<file path="config.mk">
export PLATFORM = sky130hd
export DESIGN_NAME = tvom_sine_pipe
export DESIGN_NICKNAME = d
export VERILOG_FILES = /design/src/rtl/core/tvom_pkg.sv /design/src/rtl/core/tvom_sine_pipe.sv
export SDC_FILE = /design/constraint.sdc
export NUM_CORES = 1
export LEC_CHECK = 0
export BUFFER_PORTS_ARGS = -buffer_cell sky130_fd_sc_hd__buf_2
export CORE_MARGIN = 2
export CORE_UTILIZATION = 40
export DETAILED_ROUTE_END_ITERATION = 8
export PLACE_DENSITY = 0.65
export SYNTH_ARGS = -nofsm -noshare
export SYNTH_HDL_FRONTEND = slang
export SYNTH_SLANG_ARGS = --single-unit
</file>
<file path="constraint.sdc">
create_clock -name i_clk -period 16.9 [get_ports i_clk]
set_clock_uncertainty 0.05 [all_clocks]
set_input_delay 0.845 -clock i_clk [delete_from_list [all_inputs] [get_ports i_clk]]
set_output_delay 0.845 -clock i_clk [all_outputs]
set_load 0.03 [all_outputs]
</file>
<file path="src/rtl/core/tvom_pkg.sv">
// ----------------------------------------------------------------------------
// tvom_pkg
// Types and constants of the three-voice oscillator mixer.
// ----------------------------------------------------------------------------
`timescale 1ns / 1ps
`default_nettype none

package tvom_pkg;

    // Input beat: one sample tick
    typedef struct packed {
        logic [2:0] voice_gates;
        logic [2:0] wave_select;
        logic       vibrato_on;
        logic       last_of_buffer;
    } t_in_item;

    // Output beat: one mixed sample
    typedef struct packed {
        logic signed [17:0] mixed_sample;
        logic               end_of_buffer;
    } t_out_item;

    // Configuration register indexes
    localparam logic [2:0] CFG_VOICE_ONE_STEP    = 3'd0;
    localparam logic [2:0] CFG_VOICE_TWO_STEP    = 3'd1;
    localparam logic [2:0] CFG_VOICE_THREE_STEP  = 3'd2;
    localparam logic [2:0] CFG_VOICE_ONE_LEVEL   = 3'd3;
    localparam logic [2:0] CFG_VOICE_TWO_LEVEL   = 3'd4;
    localparam logic [2:0] CFG_VOICE_THREE_LEVEL = 3'd5;
    localparam logic [2:0] CFG_VIBRATO_DEPTH     = 3'd6;

    // Quarter-wave sine polynomial coefficients, Q15
    localparam logic [15:0] SIN_A = 16'd51437;
    localparam logic [14:0] SIN_B = 15'd20953;
    localparam logic [11:0] SIN_C = 12'd2285;

    // Sine pipeline depth in enabled cycles
    localparam int SINE_LAT = 4;

    // Result queue
    localparam int OFIFO_DEPTH = 8;
    localparam int OFIFO_AW    = 3;

endpackage

`default_nettype wire

</file>
<file path="src/rtl/core/tvom_sine_pipe.sv">
// ----------------------------------------------------------------------------
// tvom_sine_pipe
// Four-stage Q1.15 sine of a 32-bit phase, one multiply per stage.
// ----------------------------------------------------------------------------
`timescale 1ns / 1ps
`default_nettype none

module tvom_sine_pipe import tvom_pkg::*; #(
    parameter int TABLE_BITS = 10
) (
    input  wire logic               i_clk,
    input  wire logic               i_en,
    input  wire logic [31:0]        i_phase,
    output logic signed [15:0]      o_sine
);

    // stage 0: quadrant fold and z^2
    logic [15:0] t_idx;
    logic [1:0]  quad;
    logic [14:0] z;
    logic [29:0] zz;

    assign t_idx = {i_phase[31 -: TABLE_BITS], {(16 - TABLE_BITS){1'b0}}};
    assign quad  = t_idx[15:14];
    assign z     = quad[0] ? (15'h4000 - {1'b0, t_idx[13:0]}) : {1'b0, t_idx[13:0]};
    assign zz    = z * z;

    logic        r_s1_neg, r_s2_neg, r_s3_neg;
    logic [14:0] r_s1_z, r_s2_z, r_s3_z;
    logic [14:0] r_s1_z2, r_s2_z2;
    logic [14:0] r_s2_r;
    logic [15:0] r_s3_r;
    logic signed [15:0] r_sine;

    // stage 1: B - C*z2
    logic [26:0] cz;
    assign cz = 27'(SIN_C) * 27'(r_s1_z2);

    // stage 2: A - r*z2
    logic [29:0] rz2;
    assign rz2 = r_s2_r * r_s2_z2;

    // stage 3: r*z, saturate, sign
    logic [30:0] rz;
    logic [16:0] q;
    logic [14:0] mag;
    assign rz  = r_s3_r * r_s3_z;
    assign q   = rz[30:14];
    assign mag = (q > 17'd32767) ? 15'h7FFF : q[14:0];

    always_ff @(posedge i_clk) begin
        if (i_en) begin
            r_s1_neg <= quad[1];
            r_s1_z   <= z;
            r_s1_z2  <= zz[28:14];

            r_s2_neg <= r_s1_neg;
            r_s2_z   <= r_s1_z;
            r_s2_z2  <= r_s1_z2;
            r_s2_r   <= SIN_B - {3'b000, cz[25:14]};

            r_s3_neg <= r_s2_neg;
            r_s3_z   <= r_s2_z;
            r_s3_r   <= SIN_A - {1'b0, rz2[28:14]};

            r_sine   <= r_s3_neg ? $signed(16'd0 - {1'b0, mag}) : $signed({1'b0, mag});
        end
    end

    assign o_sine = r_sine;

endmodule

`default_nettype wire

</file>
# Word-level counts from Yosys, hierarchy flattened
# Index checks and enable logic that the tools add are counted.
# totals
elab_cells	24
latchBits	0
regBits	125
memories	0
rom_bits	0
ramBits	0
# op_classes
reduce_logical	0
n_lt_le_gt_ge	1
div	0
mux	3
addsub	4
eq_ne	0
mul	4
n_shift	0
bitwise_logic	0
# ops
operator	count
$mul A15 B15 Y29	2
$mux W15	3
$mul A16 B15 Y31	1
$mul A12 B15 Y26 const A	1
$gt A17 B15 Y1 const B	1
$sub A1 B15 Y16 const A	1
$sub A16 B15 Y16 const A	1
$sub A15 B12 Y15 const A	1
$sub A15 B14 Y15 const A	1

# Longest topological paths before layout
# Gate-level depths: netlist of run 1.
# logic_depth
ltp_word	5
depth_mapped	30

# Least setup slack after synthesis of run 1
# OpenSTA, ideal clock, no wires.
# synth_path
kind	reg-to-reg
startpoint	reg r_s3_z[13]
endpoint	reg r_sine[12] (netlist: o_sine[12]), data pin
slack_ns	9.833
t_required_ns	16.700
stages_incl_launch_ff	29
arrival_ns	6.867
setup_time_ns	0.150
synth_period_minus_slack_ns	7.067
path_cell_list	edfxtp_1 -> clkbuf_1 -> and2_1 -> fa_1 -> fa_1 -> fa_1 -> inv_1 -> fa_1 -> inv_1 -> ha_1 -> ha_1 -> ha_1 -> nand2_2 -> or4_4 -> buf_6 -> a211oi_4 -> o21bai_2 -> nand4_1 -> nor4b_2 -> a22oi_4 -> buf_4 -> nor2_1 -> ha_1 -> nor2b_1 -> nand4_1 -> nor2_1 -> nand4_1 -> mux2_1 -> o22ai_2
# synth_via
elab_chain_len	5
# synth_lines
element	line_no	source
start: declaration	tvom_sine_pipe.sv:29	logic [14:0] r_s1_z, r_s2_z, r_s3_z;
start signal: assignment	tvom_sine_pipe.sv:63	r_s3_z <= r_s2_z;
$mul A16 B15 Y31 (*)	tvom_sine_pipe.sv:47	assign rz = r_s3_r * r_s3_z;
$gt A17 B15 Y1	tvom_sine_pipe.sv:49	assign mag = (q > 17'd32767) ? 15'h7FFF : q[14:0];
$mux W15 (*)	tvom_sine_pipe.sv:49	
$sub A1 B15 Y16	tvom_sine_pipe.sv:66	r_sine <= r_s3_neg ? $signed(16'd0 - {1'b0, mag}) : $signed({1'b0, mag});
$mux W15 (*)	tvom_sine_pipe.sv:66	
end signal: assignment	tvom_sine_pipe.sv:66	
end: declaration	tvom_sine_pipe.sv:33	logic signed [15:0] r_sine;
# Mark *: on every way between the ends. The rest lies on a longest branch, timed or not.
# A chain may end at the register's enable or synchronous reset.

# Final worst setup path of run 1
# layout_path
startpoint	reg r_s3_z[14]
endpoint	reg r_sine[12] (netlist: o_sine[12]), data pin
# The elaborated chain is that of the path after synthesis.

==> metrics, run 1 <==
Setup Viol. Count Final=0; drt initial violations=498; Via density=5.04; synth warn=0; CTS Root Cell=clkbuf_16; Final Hold Fails=0; First-pass DRT Iterations=5; Slew headroom=0.350; Post-Route Setup TNS=0 ps; Area contributors post-synth=fa_1, ha_1, edfxtp_1, inv_1, and2_1; Routed Antenna Nets=0; CP peak stage delay=680 ps; dpl ws=9160 ps; Clock Pin Slew Worst Setup and Hold Paths=70 ps; Yosys top cell area share=0.322; CTS tree=done; Mean Syn Cell Area=9.90 µm²; flops & latches, synth=105; Async SR Flop Fraction=0; # nets final=2,815; RSZ-0062 raised after global routing=no; antenna violations before repair=0; Initial Util=0.404; Mapped Cells=2,144; Worst path slowest cell=edfxtp_1; r2r worst-path depth=26; area of the die=0.0549 mm²; Final HPWL DP=34,800 µm; outcome=complete, no violations; first-pass GRT wire length=71,600 µm; antenna cell count=0; CTS HTree Levels=3; Distinct cells, synth=93; arrival time at the worst endpoint=7960 ps; startpoint types=flop; CTS Sinks=105; Slew Viols, Final=0; number of buffers added on ports=27; wire per inst=14.5 µm; share of layout cells above drive strength 1=0.0441; clk_lat worst skew=380 ps; CP Capture Type=flop; leading area contributor after synthesis=fa_1; vias=14,200; Hold WC Path Type=flop to flop; number of global-route vias before repair=15,200; DRC Markers=0; total gr overflow=0; register area share after synthesis=0.149; Die H=234 µm; crit path kind=flop to flop; width of the die=234 µm; mapped cell area=0.0212 mm²; Top FF cell, synth=edfxtp_1; Rows=84; CTS Buf Count=9; Top-Level Pins=50; highest clock rate=0.128 GHz; R2R Path Start=r_s3_z[14]; Least-Margin Pin Slew=974 ps; Clock Path Buffers=2; PostCTS Resize Cnt=0; GP Congestion=0.861; Final Cycle Share=0.462; post-cts hold buffer count=0; total global-route track usage=0.159; CP required=17,060 ps; count leader, synth=inv_1; largest fanout on the critical path=22; Post CTS Setup Buffer Count=0; final worst path period need=7800 ps; largest net degree at the start of global routing=79; CP Launch Point=r_s3_z[14]; final worst slack=9100 ps; # Max-Cap Violations=0; Post-synth EDFFs=105; Post-Route WL=40,800 µm; r2r setup slk=9100 ps; Synth top cells by count=inv_1, fa_1, ha_1; end of the critical path=o_sine[12]; area delta synth->final=5.15%; core box area=0.0526 mm²; reg-to-reg critical path endpoint=o_sine[12]
metal layers:
metal	routed length, µm	vias up	part of all wire	GRT usage
li1	-	6755	-	-
met1	18300	7197	0.45	0.204
met2	20800	216	0.51	0.285
met3	1220	40	0.030	0.0187
met4	483	0	0.012	0.0364
met5	0	-	0	0
through the flow:
| step | area [µm²] | util | cells | hold WS, ps |
|---|---|---|---|---|
| floorplan | 21200 | - | 2147 | 350 |
| global placement | 22000 | 0.419 | 2805 | 351 |
| detailed placement | 22000 | 0.419 | 2805 | 355 |
| CTS | 22300 | 0.425 | 2821 | 365 |
| global route | 22300 | 0.425 | 2821 | 372 |
| finish | 22300 | 0.425 | 2821 | 362 |
state kept, by name (all words and copies together), names as in the netlist, 9 cells and up:
register / cells
o_sine: 16
r_s2_z: 9
r_s2_r: 13
r_s1_z2: 15
r_s3_r: 16
r_s3_z: 9
r_s1_z: 9
r_s2_z2: 15
worst max-delay path, delay by kind of cell (launching register included):
family | cells | cell delay, ps
AOI/OAI and AO/OA | 7 | 1630
muxes | 1 | 340
adders and majority gates | 8 | 3250
buffers and inverters | 3 | 140
and+or+nand+nor | 7 | 1510
DFF | 1 | 680
area by class of cell:
class / instances / area [µm²]
clock buffers: 9 / 225
clock inverters: 7 / 85.1
repair buffers: 29 / 153
fillers: 5068 / 30200
inverters: 448 / 1680
multi-input cells: 1535 / 16200
well taps: 688 / 861
flip-flops and latches: 105 / 3150
worst min path at each step:
| stage | start | endpoint | slack, ps | cells after the start |
|---|---|---|---|---|
| final | r_s2_z[13] | r_s3_z[13] | 360 | 0 |
| after global routing | r_s2_z[13] | r_s3_z[13] | 370 | 0 |
| after CTS | r_s2_z[13] | r_s3_z[13] | 360 | 0 |
| after detailed placement | r_s1_z[13] | r_s2_z[13] | 350 | 0 |
| after global placement | r_s1_z[8] | r_s2_z[8] | 350 | 0 |
| after floorplan | r_s1_neg | r_s2_neg | 350 | 0 |
cell families (layout without fill, tap and decap cells):
family | count (synthesis) | after routing | share of synthesized area
XOR/XNOR | 97 | 97 | 0.0418
adder cells (fa/ha/maj) | 653 | 653 | 0.506
AO/OA/AOI/OAI | 214 | 214 | 0.0744
AND/OR/NAND/NOR | 555 | 555 | 0.133
flip-flops | 105 | 105 | 0.149
other | 2 | 5 | 0.000354
buffers and inverters | 507 | 493 | 0.0906
multiplexers | 11 | 11 | 0.00560
cells in the final DEF, fill, tap and decap left out, types with 4 or more instances in the layout:
cell type	instances
nor2b_1	12
nand2b_1	8
and3_1	4
a21o_1	31
o31ai_1	4
o211ai_1	9
clkbuf_16	9
nor2_1	72
conb_1	5
ha_1	312
xor2_2	4
a31oi_1	10
buf_2	26
o21ai_1	6
o21a_1	10
xnor2_1	61
edfxtp_1	105
and2_1	181
nor3_1	16
inv_1	446
o21ai_0	18
fa_1	341
nand3_1	15
o21bai_1	7
o221ai_1	4
a21oi_2	4
xor2_1	31
nand4_1	15
mux2i_1	7
nand2_1	201
a21oi_1	59
Power of run 1 is left out: the tool's default activity adds up to more than one toggle a clock period on the data nets, which glitch-free logic cannot reach.
==> run 2, diff against run 1 <==
clock period = 7.49 ns   (was 16.9 ns; I/O delays follow)
==> run 2 against run 1 <==
  * Fmax is 8.9% higher
  * Critical endpoint is now r_s2_r[11]
  * Global-route usage is 0.064 points lower
  * Final cell count is 1.9% higher
  * Largest cell class unchanged
  * Count of clock-buffer cells in the layout stayed put
  * Critical path depth is 1 lower
  * Routed wire length is 0.34% higher
  * Register-to-register slack worse by 8800 ps
  * First-iteration DRC count is 24% higher
  * Flip-flop and latch count stayed put
==> metrics, run 2 (same netlist as run 1, synthesis figures left out) <==
post-cts hold buffer count=0 (unchanged); area delta synth->final=7.11%; area of the multi-input gates=0.0162 mm² (about the same); most frequent cells in the layout=inv_1, fa_1, ha_1, nand2_1, and2_1; highest clock rate=0.140 GHz (+8.9%); startpoint types=flop; Initial Util=0.404 (unchanged); Post-Route WL=41,000 µm (+0.34%); antenna cell count=0 (unchanged); Routed Antenna Nets=0 (unchanged); Final Hold Fails=0 (unchanged); Clock Path Buffers=2 (unchanged); arrival time at the worst endpoint=7240 ps (-720 ps); vias=14,300 (+0.44%); Rows=84 (unchanged); DRC Markers=0 (unchanged); crit path kind=flop to flop; Top-Level Pins=50 (unchanged); total global-route track usage=0.158 (-0.000642); # nets final=2,871 (+2.0%); first-pass GRT wire length=71,200 µm (-0.58%); largest net degree at the start of global routing=82 (+3.8%); width of the die=234 µm (unchanged); clk_lat worst skew=380 ps (about the same); Final HPWL DP=35,500 µm (+2.0%); number of global-route vias before repair=15,200 (+0.099%); leading cell type in the layout, fill and taps excluded=inv_1; Reg area=0.00315 mm² (unchanged); Final Cycle Share=0.956 (+0.495); Post-Route Setup TNS=0 ps (unchanged); CTS Sinks=105 (unchanged); final worst path period need=7160 ps (-638 ps); outcome=complete, no violations; CP required=7560 ps (-9500 ps); First-pass DRT Iterations=7 (+2); Fillers=4,977 (-1.8%); RSZ-0062 raised after global routing=no; Setup Viol. Count Final=0 (unchanged); drt initial violations=618 (+24%); CTS tree=done; CTS Root Cell=clkbuf_16; Hold WC Path Type=input pin to flop; core box area=0.0526 mm² (unchanged); wire per inst=14.2 µm (-1.6%); Slew Viols, Final=0 (unchanged); largest fanout on the critical path=6 (-73%); area of the die=0.0549 mm² (unchanged); CTS HTree Levels=3 (unchanged); Cells after DPL=2,848 (+1.5%); Hold Slack=120 ps (-242 ps); antenna violations before repair=0 (unchanged); Layout Utilization=0.432 (+0.00790); Die H=234 µm (unchanged); CP Capture Type=flop; Clock Pin Slew Worst Setup and Hold Paths=80 ps (about the same); CTS Buf Count=9 (unchanged); # Max-Cap Violations=0 (unchanged); number of buffers added on ports=27 (unchanged); Least-Margin Pin Slew=999 ps (+25.1 ps); share of layout cells above drive strength 1=0.0699 (+0.0259); Via density=4.96 (-1.5%); Layout Cells excl Fill=2,876 (+1.9%); Slew headroom=0.334 (-0.0167); GP Congestion=0.855 (-0.71%); total gr overflow=0 (unchanged)
[run 2: cell types whose count changed in the layout (fill, tap and decap cells not counted)]
cell | previous run | this run
o21ai_0 | 18 | 17
clkinv_8 | 1 | 0
ha_1 | 312 | 311
o21ai_1 | 6 | 7
clkinvlp_4 | 0 | 1
ha_2 | 0 | 1
nor2_2 | 1 | 2
nor2b_1 | 12 | 11
buf_4 | 3 | 59
inv_6 | 3 | 4
nor2_1 | 72 | 71
clkinv_1 | 3 | 2
nor2b_2 | 0 | 1
clkinv_4 | 1 | 0
[run 2: worst paths after layout]
kind                             startpoint         end  slack, ps  depth (start not counted)
worst min register to register   r_s1_z[12]  r_s2_z[12]        360                          0
worst max-delay path             r_s1_z2[9]  r_s2_r[11]        330                         25
worst max register to register   r_s1_z2[9]  r_s2_r[11]        330                         25
worst min-delay path            i_phase[31]    r_s1_neg        120                          1
[run 2: critical path, stage by stage, from the launching register on]
cell and delay [ps]:
edfxtp_1 540, ha_1 400, fa_1 510, inv_1 50
fa_1 470, inv_1 60, fa_1 520, fa_1 510
ha_1 360, nand2_1 120, nand3_1 180, or2_2 370
a21boi_0 430, inv_1 80, a21oi_1 190, xor2_1 90
ha_1 210, inv_1 120, o2111ai_1 150, o221a_2 290
o211ai_1 140, a22oi_2 130, or3_4 410, a311oi_1 320
a221oi_2 70, xor2_1 150
[run 2: final cells by class]
type                            count  area share
Clock buffer                        9     0.00991
Clock inverter                      6     0.00319
Inverter                          448      0.0740
Multi-Input combinational cell   1535       0.711
Sequential cell                   105       0.139
Tap cell                          688      0.0379
Timing Repair Buffer               85      0.0252
[run 2: what timing repair did]
item | CTS | global route
setup buffers | 0 | 13
setup endpoints to repair | 0 | 3
gates resized for setup | 0 | 4
[run 2: layer usage]
metal  track usage  vias to the layer above  part of all wire
li1              -                     6865                 -
met1         0.201                     7166              0.45
met2         0.284                      199              0.50
met3        0.0182                       40             0.027
met4        0.0415                        0             0.016
met5             0                        -                 0
[run 2: per-stage QoR]
step	setup WS, ps	cell area, µm²
after floorplan	423	21200
after global placement	314	22300
after detailed placement	204	22300
after CTS	153	22600
after global routing	10.7	22700
final	327	22700
Power of run 2 is left out for the same reason.
